===== src/fwme_pkg.sv =====
// Package for the min-extract FIFO: payload structs, request and error codes,
// the per-cell command struct and default parameter values. No dependencies.
`timescale 1ns / 1ps
`default_nettype none

package fwme_pkg;

    localparam int DEFAULT_DEPTH       = 16;
    localparam int DEFAULT_VALUE_WIDTH = 32;

    localparam int REQ_WIDTH   = 3;
    localparam int FIELD_WIDTH = 32;
    localparam int COUNT_WIDTH = 5;
    localparam int ERR_WIDTH   = 2;

    localparam logic [REQ_WIDTH-1:0] REQ_APPEND       = 3'd0;
    localparam logic [REQ_WIDTH-1:0] REQ_REMOVE_FRONT = 3'd1;
    localparam logic [REQ_WIDTH-1:0] REQ_REMOVE_MIN   = 3'd2;
    localparam logic [REQ_WIDTH-1:0] REQ_CLEAR        = 3'd3;

    localparam logic [ERR_WIDTH-1:0] ERR_OK    = 2'd0;
    localparam logic [ERR_WIDTH-1:0] ERR_EMPTY = 2'd1;
    localparam logic [ERR_WIDTH-1:0] ERR_FULL  = 2'd2;

    typedef struct packed {
        logic [REQ_WIDTH-1:0]          req_type;
        logic signed [FIELD_WIDTH-1:0] new_value;
    } t_in_item;

    typedef struct packed {
        logic signed [FIELD_WIDTH-1:0] removed_value;
        logic signed [FIELD_WIDTH-1:0] front_value;
        logic signed [FIELD_WIDTH-1:0] smallest_value;
        logic [COUNT_WIDTH-1:0]        entry_count;
        logic [ERR_WIDTH-1:0]          error_code;
    } t_out_item;

    // Broadcast to every cell for one cycle when a value is appended or removed.
    typedef struct packed {
        logic append;  // the cell at the given position loads the new value
        logic shift;   // cells at or after the given position load their right neighbor
    } t_cell_cmd;

endpackage

`default_nettype wire


===== src/fwme_cell.sv =====
// One storage cell of the min-extract FIFO chain, with its stage of the
// registered minimum search. Depends on fwme_pkg.
`timescale 1ns / 1ps
`default_nettype none

module fwme_cell #(
    parameter int DEPTH       = fwme_pkg::DEFAULT_DEPTH,
    parameter int VALUE_WIDTH = fwme_pkg::DEFAULT_VALUE_WIDTH,
    parameter int IDX         = 0,
    localparam int IW = (DEPTH > 1) ? $clog2(DEPTH) : 1,
    localparam int CW = $clog2(DEPTH + 1)
) (
    input  wire                          i_clk,
    input  wire                          i_rst_n,
    input  wire fwme_pkg::t_cell_cmd     i_cmd,
    input  wire [IW-1:0]                 i_pos,
    input  wire signed [VALUE_WIDTH-1:0] i_new_value,
    input  wire signed [VALUE_WIDTH-1:0] i_right_value,
    input  wire [CW-1:0]                 i_count,
    input  wire                          i_cand_found,
    input  wire signed [VALUE_WIDTH-1:0] i_cand_value,
    input  wire [IW-1:0]                 i_cand_idx,
    output logic signed [VALUE_WIDTH-1:0] o_value,
    output logic                         o_cand_found,
    output logic signed [VALUE_WIDTH-1:0] o_cand_value,
    output logic [IW-1:0]                o_cand_idx
);

    logic signed [VALUE_WIDTH-1:0] r_value;
    logic                          r_found;
    logic signed [VALUE_WIDTH-1:0] r_cval;
    logic [IW-1:0]                 r_cidx;
    logic                          w_occupied;
    logic                          w_take_own;

    assign w_occupied = (CW'(IDX) < i_count);
    // Strictly smaller only, so the earlier entry wins a tie.
    assign w_take_own = w_occupied && (!i_cand_found || (r_value < i_cand_value));

    always_ff @(posedge i_clk) begin
        if (i_cmd.append && (i_pos == IW'(IDX))) begin
            r_value <= i_new_value;
        end else if (i_cmd.shift && (IW'(IDX) >= i_pos)) begin
            r_value <= i_right_value;
        end
    end

    always_ff @(posedge i_clk) begin
        if (!i_rst_n) begin
            r_found <= 1'b0;
        end else begin
            r_found <= w_take_own || i_cand_found;
        end
    end

    always_ff @(posedge i_clk) begin
        if (w_take_own) begin
            r_cval <= r_value;
            r_cidx <= IW'(IDX);
        end else begin
            r_cval <= i_cand_value;
            r_cidx <= i_cand_idx;
        end
    end

    assign o_value      = r_value;
    assign o_cand_found = r_found;
    assign o_cand_value = r_cval;
    assign o_cand_idx   = r_cidx;

endmodule

`default_nettype wire


===== src/fifo_with_min_extract.sv =====
// Top level of the min-extract FIFO: request sequencer, cell chain and
// output register. Depends on fwme_pkg and fwme_cell.
`timescale 1ns / 1ps
`default_nettype none

// Channel   Direction  Valid        Stall         Payload
// request   in         i_in_valid   o_in_stall    i_in_data  (t_in_item)
// result    out        o_out_valid  i_out_stall   o_out_data (t_out_item)
//
// Each request passes from its transfer to the next possible transfer through these steps: accept,
// update the cells, let the minimum ripple through the registered compare chain (one cell per
// cycle), and load the result register. Reset is synchronous and active low; it empties the
// store, while cell contents stay undefined until written. A stalled result holds in the output
// register; the next request is taken meanwhile and waits at its last step only if the register
// is still full and stalled.

module fifo_with_min_extract #(
    parameter int DEPTH       = fwme_pkg::DEFAULT_DEPTH,
    parameter int VALUE_WIDTH = fwme_pkg::DEFAULT_VALUE_WIDTH
) (
    input  wire                      i_clk,
    input  wire                      i_rst_n,
    input  wire                      i_in_valid,
    output logic                     o_in_stall,
    input  wire fwme_pkg::t_in_item  i_in_data,
    output logic                     o_out_valid,
    input  wire                      i_out_stall,
    output fwme_pkg::t_out_item      o_out_data
);

    localparam int IW = (DEPTH > 1) ? $clog2(DEPTH) : 1;
    localparam int CW = $clog2(DEPTH + 1);

    // One-hot sequencer states.
    typedef enum logic [3:0] {
        S_IDLE = 4'b0001,
        S_EXEC = 4'b0010,
        S_SCAN = 4'b0100,
        S_DONE = 4'b1000
    } t_state;

    t_state r_state, n_state;

    // Accepted request.
    logic [fwme_pkg::REQ_WIDTH-1:0] r_req;
    logic signed [VALUE_WIDTH-1:0]  r_new_value;

    // Store bookkeeping and per-request results.
    logic [CW-1:0]                  r_count, n_count;
    logic [IW-1:0]                  r_scan_cnt, n_scan_cnt;
    logic [fwme_pkg::ERR_WIDTH-1:0] r_err, n_err;
    logic signed [VALUE_WIDTH-1:0]  r_removed, n_removed;

    // Earliest smallest entry from the last completed search. Every change
    // of the store is followed by a full search, so this always matches the
    // current contents when a new request executes.
    logic [IW-1:0]                  r_min_idx;
    logic signed [VALUE_WIDTH-1:0]  r_min_value;

    logic                           r_out_valid;
    fwme_pkg::t_out_item            r_out;

    // Cell chain wiring.
    fwme_pkg::t_cell_cmd            w_cmd;
    logic [IW-1:0]                  w_pos;
    logic signed [VALUE_WIDTH-1:0]  w_value    [DEPTH];
    logic                           w_found    [DEPTH];
    logic signed [VALUE_WIDTH-1:0]  w_cval     [DEPTH];
    logic [IW-1:0]                  w_cidx     [DEPTH];

    logic                           w_accept;
    logic                           w_load_out;
    logic                           w_empty;

    assign w_accept   = (r_state == S_IDLE) && i_in_valid;
    assign w_load_out = (r_state == S_DONE) && (!r_out_valid || !i_out_stall);
    assign w_empty    = (r_count == '0);

    // Next state, scan counter and the execute step: decide the cell command, the new fill count,
    // the removed value and the error code for the accepted request.
    always_comb begin
        w_cmd      = '0;
        w_pos      = '0;
        n_count    = r_count;
        n_err      = r_err;
        n_removed  = r_removed;
        n_state    = r_state;
        n_scan_cnt = r_scan_cnt;
        case (r_state)
            S_IDLE: begin
                if (i_in_valid) begin
                    n_state = S_EXEC;
                end
            end
            S_EXEC: begin
                n_err      = fwme_pkg::ERR_OK;
                n_removed  = '0;
                n_scan_cnt = '0;
                n_state    = S_SCAN;
                case (r_req)
                    fwme_pkg::REQ_APPEND: begin
                        if (r_count == CW'(DEPTH)) begin
                            n_err = fwme_pkg::ERR_FULL;
                        end else begin
                            w_cmd.append = 1'b1;
                            w_pos        = r_count[IW-1:0];
                            n_count      = r_count + CW'(1);
                        end
                    end
                    fwme_pkg::REQ_REMOVE_FRONT: begin
                        if (w_empty) begin
                            n_err = fwme_pkg::ERR_EMPTY;
                        end else begin
                            w_cmd.shift = 1'b1;
                            w_pos       = '0;
                            n_removed   = w_value[0];
                            n_count     = r_count - CW'(1);
                        end
                    end
                    fwme_pkg::REQ_REMOVE_MIN: begin
                        if (w_empty) begin
                            n_err = fwme_pkg::ERR_EMPTY;
                        end else begin
                            w_cmd.shift = 1'b1;
                            w_pos       = r_min_idx;
                            n_removed   = r_min_value;
                            n_count     = r_count - CW'(1);
                        end
                    end
                    fwme_pkg::REQ_CLEAR: begin
                        n_count = '0;
                    end
                    default: begin
                        // The unused request codes leave the store as it is.
                    end
                endcase
            end
            S_SCAN: begin
                if (r_scan_cnt == IW'(DEPTH - 1)) begin
                    n_state = S_DONE;
                end else begin
                    n_scan_cnt = r_scan_cnt + IW'(1);
                end
            end
            S_DONE: begin
                if (w_load_out) begin
                    n_state = S_IDLE;
                end
            end
            default: begin
                n_state = S_IDLE;
            end
        endcase
    end

    always_ff @(posedge i_clk) begin
        if (!i_rst_n) begin
            r_state     <= S_IDLE;
            r_count     <= '0;
            r_out_valid <= 1'b0;
        end else begin
            r_state <= n_state;
            r_count <= n_count;
            if (w_load_out) begin
                r_out_valid <= 1'b1;
            end else if (!i_out_stall) begin
                r_out_valid <= 1'b0;
            end
        end
    end

    always_ff @(posedge i_clk) begin
        r_scan_cnt <= n_scan_cnt;
        r_err      <= n_err;
        r_removed  <= n_removed;
        if (w_accept) begin
            r_req       <= i_in_data.req_type;
            r_new_value <= VALUE_WIDTH'(i_in_data.new_value);
        end
        // The last cell holds the search result for the whole store here.
        if (r_state == S_DONE) begin
            r_min_idx   <= w_cidx[DEPTH-1];
            r_min_value <= w_cval[DEPTH-1];
        end
        if (w_load_out) begin
            r_out.removed_value  <= fwme_pkg::FIELD_WIDTH'(r_removed);
            r_out.front_value    <= w_empty ? '0 : fwme_pkg::FIELD_WIDTH'(w_value[0]);
            r_out.smallest_value <= w_empty ? '0 :
                                    fwme_pkg::FIELD_WIDTH'(w_cval[DEPTH-1]);
            r_out.entry_count    <= fwme_pkg::COUNT_WIDTH'(r_count);
            r_out.error_code     <= r_err;
        end
    end

    // The chain: cell g shifts in from cell g+1 on removal, and passes its
    // running minimum to cell g+1 every cycle.
    for (genvar g = 0; g < DEPTH; g++) begin : g_cell
        logic signed [VALUE_WIDTH-1:0] w_right;
        logic                          w_in_found;
        logic signed [VALUE_WIDTH-1:0] w_in_value;
        logic [IW-1:0]                 w_in_idx;

        if (g == DEPTH - 1) begin : g_last
            assign w_right = w_value[g];
        end else begin : g_mid
            assign w_right = w_value[g+1];
        end

        if (g == 0) begin : g_head
            assign w_in_found = 1'b0;
            assign w_in_value = '0;
            assign w_in_idx   = '0;
        end else begin : g_body
            assign w_in_found = w_found[g-1];
            assign w_in_value = w_cval[g-1];
            assign w_in_idx   = w_cidx[g-1];
        end

        fwme_cell #(
            .DEPTH       (DEPTH),
            .VALUE_WIDTH (VALUE_WIDTH),
            .IDX         (g)
        ) u_cell (
            .i_clk         (i_clk),
            .i_rst_n       (i_rst_n),
            .i_cmd         (w_cmd),
            .i_pos         (w_pos),
            .i_new_value   (r_new_value),
            .i_right_value (w_right),
            .i_count       (r_count),
            .i_cand_found  (w_in_found),
            .i_cand_value  (w_in_value),
            .i_cand_idx    (w_in_idx),
            .o_value       (w_value[g]),
            .o_cand_found  (w_found[g]),
            .o_cand_value  (w_cval[g]),
            .o_cand_idx    (w_cidx[g])
        );
    end

    assign o_in_stall  = (r_state != S_IDLE);
    assign o_out_valid = r_out_valid;
    assign o_out_data  = r_out;

`ifndef ASSERT_OFF
    // A full-store error is only reported when the store is full.
    a_full_err: assert property (@(posedge i_clk) disable iff (!i_rst_n)
        (o_out_valid && o_out_data.error_code == fwme_pkg::ERR_FULL) |->
        (o_out_data.entry_count == fwme_pkg::COUNT_WIDTH'(DEPTH)))
        else $error("full error reported with a store that is not full");

    // An empty-store error leaves nothing removed and an empty store.
    a_empty_err: assert property (@(posedge i_clk) disable iff (!i_rst_n)
        (o_out_valid && o_out_data.error_code == fwme_pkg::ERR_EMPTY) |->
        (o_out_data.entry_count == '0 && o_out_data.removed_value == '0))
        else $error("empty error reported with entries present or a value removed");

    // Every store update is followed by a search.
    a_exec_scan: assert property (@(posedge i_clk) disable iff (!i_rst_n)
        (r_state == S_EXEC) |=> (r_state == S_SCAN))
        else $error("store update not followed by a search");

    // When the search ends on a non-empty store, it has found an entry.
    a_search_found: assert property (@(posedge i_clk) disable iff (!i_rst_n)
        (r_state == S_DONE && r_count != '0) |-> w_found[DEPTH-1])
        else $error("search finished without a candidate");
`endif

endmodule

`default_nettype wire

===== config.mk =====
export PLATFORM = sky130hd
export DESIGN_NAME = fifo_with_min_extract
export DESIGN_NICKNAME = d
export VERILOG_FILES = /design/src/fwme_pkg.sv /design/src/fwme_cell.sv /design/src/fifo_with_min_extract.sv
export SDC_FILE = /design/constraint.sdc
export NUM_CORES = 2
export LEC_CHECK = 0
export BUFFER_PORTS_ARGS = -buffer_cell sky130_fd_sc_hd__buf_4
export CAP_MARGIN = 10
export CORE_UTILIZATION = 51
export CTS_CLUSTER_DIAMETER = 30
export DETAILED_ROUTE_END_ITERATION = 16
export PLACE_DENSITY_LB_ADDON = 0.15
export SYNTH_ARGS = -nofsm -noshare
export SYNTH_HDL_FRONTEND = slang
export SYNTH_SLANG_ARGS = --single-unit

===== constraint.sdc =====
create_clock -name i_clk -period 7.78 [get_ports i_clk]
set_input_delay 0.389 -clock i_clk [delete_from_list [all_inputs] [get_ports i_clk]]
set_output_delay 0.389 -clock i_clk [all_outputs]
set_load 0.02 [all_outputs]

==> impl_results.md <==
* Total instance count after detailed placement at between 6000 and 7000
* Overall power of the completed layout at 0.02058 W
* Area of the mapped netlist at approximately 0.059 mm2
* Port buffer count at 143
* Unique masters post-synth at between 80 and 90
* Arrival time at the worst endpoint at 5.30 ns
* Path type of the worst setup path: register to register
* Drt drc at 0
* Cell types with the largest area share after synthesis: edfxtp_1 (37%), dfxtp_1 (20%), mux2_2 (18%), ha_1 (9.9%), inv_1 (3.1%)
* Total number of clock tree sinks at 1310
* Top flip-flop cell by instance count after synthesis: edfxtp_1
* Cell count after synthesis at 4493
* Die outline height at roughly 340 um
* Global-route usage over all layers at 27.02%
* Total of warnings raised by yosys at 0
* Count of placed standard cells in the final layout, fillers left out at ~6600
* Post-CTS resize count at 0
* IO Pins at between 100 and 150
* Total routed wirelength at 158.9 mm
* Run status: complete, no violations
* Minimum setup slack in the final design at 2.978 ns
* Power per Cell Area at 283.2 mW/mm2
* Clock slew at reported path FFs at 0.05 ns
* CTS Buf Count at roughly 290
* Slack of the worst reg-to-reg path at 2.98 ns
* List of most frequent post-synthesis cells: mux2_2 (934), edfxtp_1 (724), dfxtp_1 (586)
* Fraction of the yosys area taken by sequential cells at 56.33%
* Total of endpoints with negative setup slack in the final report at 0
* Placeable Area at ~0.11 mm2
* Initial standard-cell utilization of the core at 51.68%
* Nets@finish at roughly 5400
* Total Die Area at approximately 0.12 mm2
* Vias in the first global route at 36690
* Time the worst path needs with I/O delays and setup at 4.802 ns
* Most common cell in the netlist: mux2_2
* CTS max path bufs at 4
* Critical path data required time at 8.28 ns
* Number of detailed-routing iterations run before antenna repair at 5
* Unrepaired setup endpoints after global routing: no
* Fraction of the core area covered by cells at the end of the flow at 63.23%
* Via count at roughly 37000
* Type of the most critical hold path: input port to register
* Die Width at between 300 and 400 um
* Worst clock skew at about 0.045 ns
* Synth area leader: edfxtp_1
* Fraction of final layout cells with drive strength greater than 1 at ~33%
* # rows at between 100 and 150
* Worst rel slew slack at between 10% and 20%
* Hold violation count in the final report at 0
* DP Worst Slack at around 3.1 ns
* Synth top area share at ~37%
* CP max FO at 69
* Final number of max-transition violations at 0
* Pin count of the biggest net entering global routing at 84
* Fraction of synthesis flops using an asynchronous set or reset pin at 0%
* Worst setup EP type: register
* Final weighted congestion of routability-driven global placement at 0.8681
* Launching element type of the critical path: register
* Maxcap violations at 0
* Number of enable-type register cells in the synthesized netlist at 724
* Skew-Pair Late Insertion Delay at 0.87 ns
* First-pass GRT wire length at 234.3 mm
* Leakage power figure at ~28 nW
* DR iter-0 viols at 3196
* ANT nets after route at 0
* Post-route clock period utilization at 61.72%
* H-tree Lvls at 5
* Placed wire-length estimate at 108.0 mm
* Number of antenna violations at the first check in global routing at 3
* Max Clock Freq at 0.2083 GHz
* Clock root cell: clkbuf_16
* CTS tree: built
* Slew @ Worst Pin at ~1.3 ns
* Register bit total from synthesis at 1310
* P&R area growth vs syn at 22.34%
* Synth Area per Inst at between 10 and 15 um2
* Total grt overflow at 0
* Worst voltage drop across the vdd grid at 0.2013 mV
* Setup_tns at 0 ns
* Total nets after synthesis at around 5000
* Routed wire per std cell at about 24 um
* Vias per inst at between 5 and 6
## layout by cell type (no fill, tap or decap), types with 7 or more instances in the layout
master           n
nor3_1          18
nor2_1          72
a221oi_1         7
nand4_1         62
nand3_1         39
a211oi_1        12
and2_1         112
dfxtp_1        586
nand2b_1        22
and4_1          16
nor4_1           7
mux2_1          22
nand2_1        139
clkbuf_8        16
a2111oi_0        8
clkbuf_16      301
inv_6           27
a21o_1          65
o21ai_0         74
a31o_2           8
bufinv_16       36
nor2b_1         19
a21oi_1        179
or2_2           23
a221o_1         17
a22o_1          32
inv_1          488
ha_1           470
clkinv_1        16
o211ai_1        13
o21a_1          26
dlygate4sd3_1   38
clkinv_4        23
clkinvlp_4      25
clkbuf_1        32
buf_4          210
edfxtp_1       724
mux2_2         934
clkinv_2        37
a21boi_0         7
## cell type report
type                            instances  area (um2)
Antenna cell                            5       12.51
Clock buffer                          349        7873
Clock inverter                        167        2008
Fill cell                            8524       42270
Inverter                              489        1836
Multi-Input combinational cell       2535       23590
Sequential cell                      1310       33470
Tap cell                             1512        1892
Timing Repair Buffer                  250        2012
## flip-flops by register name, indices dropped and copies added (netlist names)
signal,cells
g_cell.u_cell.o_cand_value,512
g_cell.u_cell.o_value,512
o_out_data,103
g_cell.u_cell.o_cand_idx,49
r_min_value,32
r_new_value,32
r_removed,32
g_cell.u_cell.o_cand_found,15
r_count,5
r_min_idx,4
r_scan_cnt,4
r_state,4
r_req,3
r_err,2
o_out_valid,1
## power by group
group	switching [W]	internal [W]
clock network	0.00391	0.00840
registers	0.000155	0.00744
logic	0.000378	0.000293
total	0.00444	0.0161
## layer usage
layer | vias up | routed length [um] | GRT usage [%] | part of all wire (%)
li1 | 17160 | - | - | -
met1 | 18010 | 74520 | 39.30 | 47
met2 | 1323 | 67750 | 39.01 | 43
met3 | 291 | 11040 | 5.565 | 6.9
met4 | 0 | 5595 | 11.51 | 3.5
met5 | - | 0 | 0 | 0
## metrics by stage
stage	hold WS, ns	area (um2)
after floorplan	0.3855	59420
after global placement	0.3858	62360
after detailed placement	0.3895	62390
after CTS	0.1866	72650
after global routing	0.2102	72680
final	0.2434	72690
## critical path, stage by stage (launching register included)
cell	delay, ns
dfxtp_1	0.58
inv_1	0.18
ha_1	0.27
or4b_2	0.22
buf_4	0.48
nand3_1	0.16
a21oi_1	0.44
and3_1	0.44
nand4_2	0.90
nand2_1	0.29
buf_4	0.43
## final timing paths
| kind | start | to | cells past startpoint |
|---|---|---|---|
| max | r_count[0] | g_cell[7].u_cell.o_value[11] | 10 |
| min | i_in_data[31] | r_new_value[31] | 2 |
| max reg2reg | r_count[0] | g_cell[7].u_cell.o_value[11] | 10 |
| min reg2reg | g_cell[15].u_cell.o_cand_idx[2] | r_min_idx[2] | 0 |
## what timing repair did
item                      in CTS  in global routing
hold buffers                  38                  0
setup buffers                  0                  0
hold endpoints to repair      67                  0
## logic make-up (layout without fill, tap and decap cells)
family                   count (synthesis)  after routing  synth area share, %
buffers and inverters                  648           1255                4.403
multiplexers                           959            959                18.17
adder cells (fa/ha/maj)                470            470                9.897
AO/OA/AOI/OAI                          520            520                5.770
other                                    0              5                    0
XOR/XNOR                                 4              4              0.05897
AND/OR/NAND/NOR                        582            582                5.370
flip-flops                            1310           1310                56.33
(Power assumes the default switching activity.)
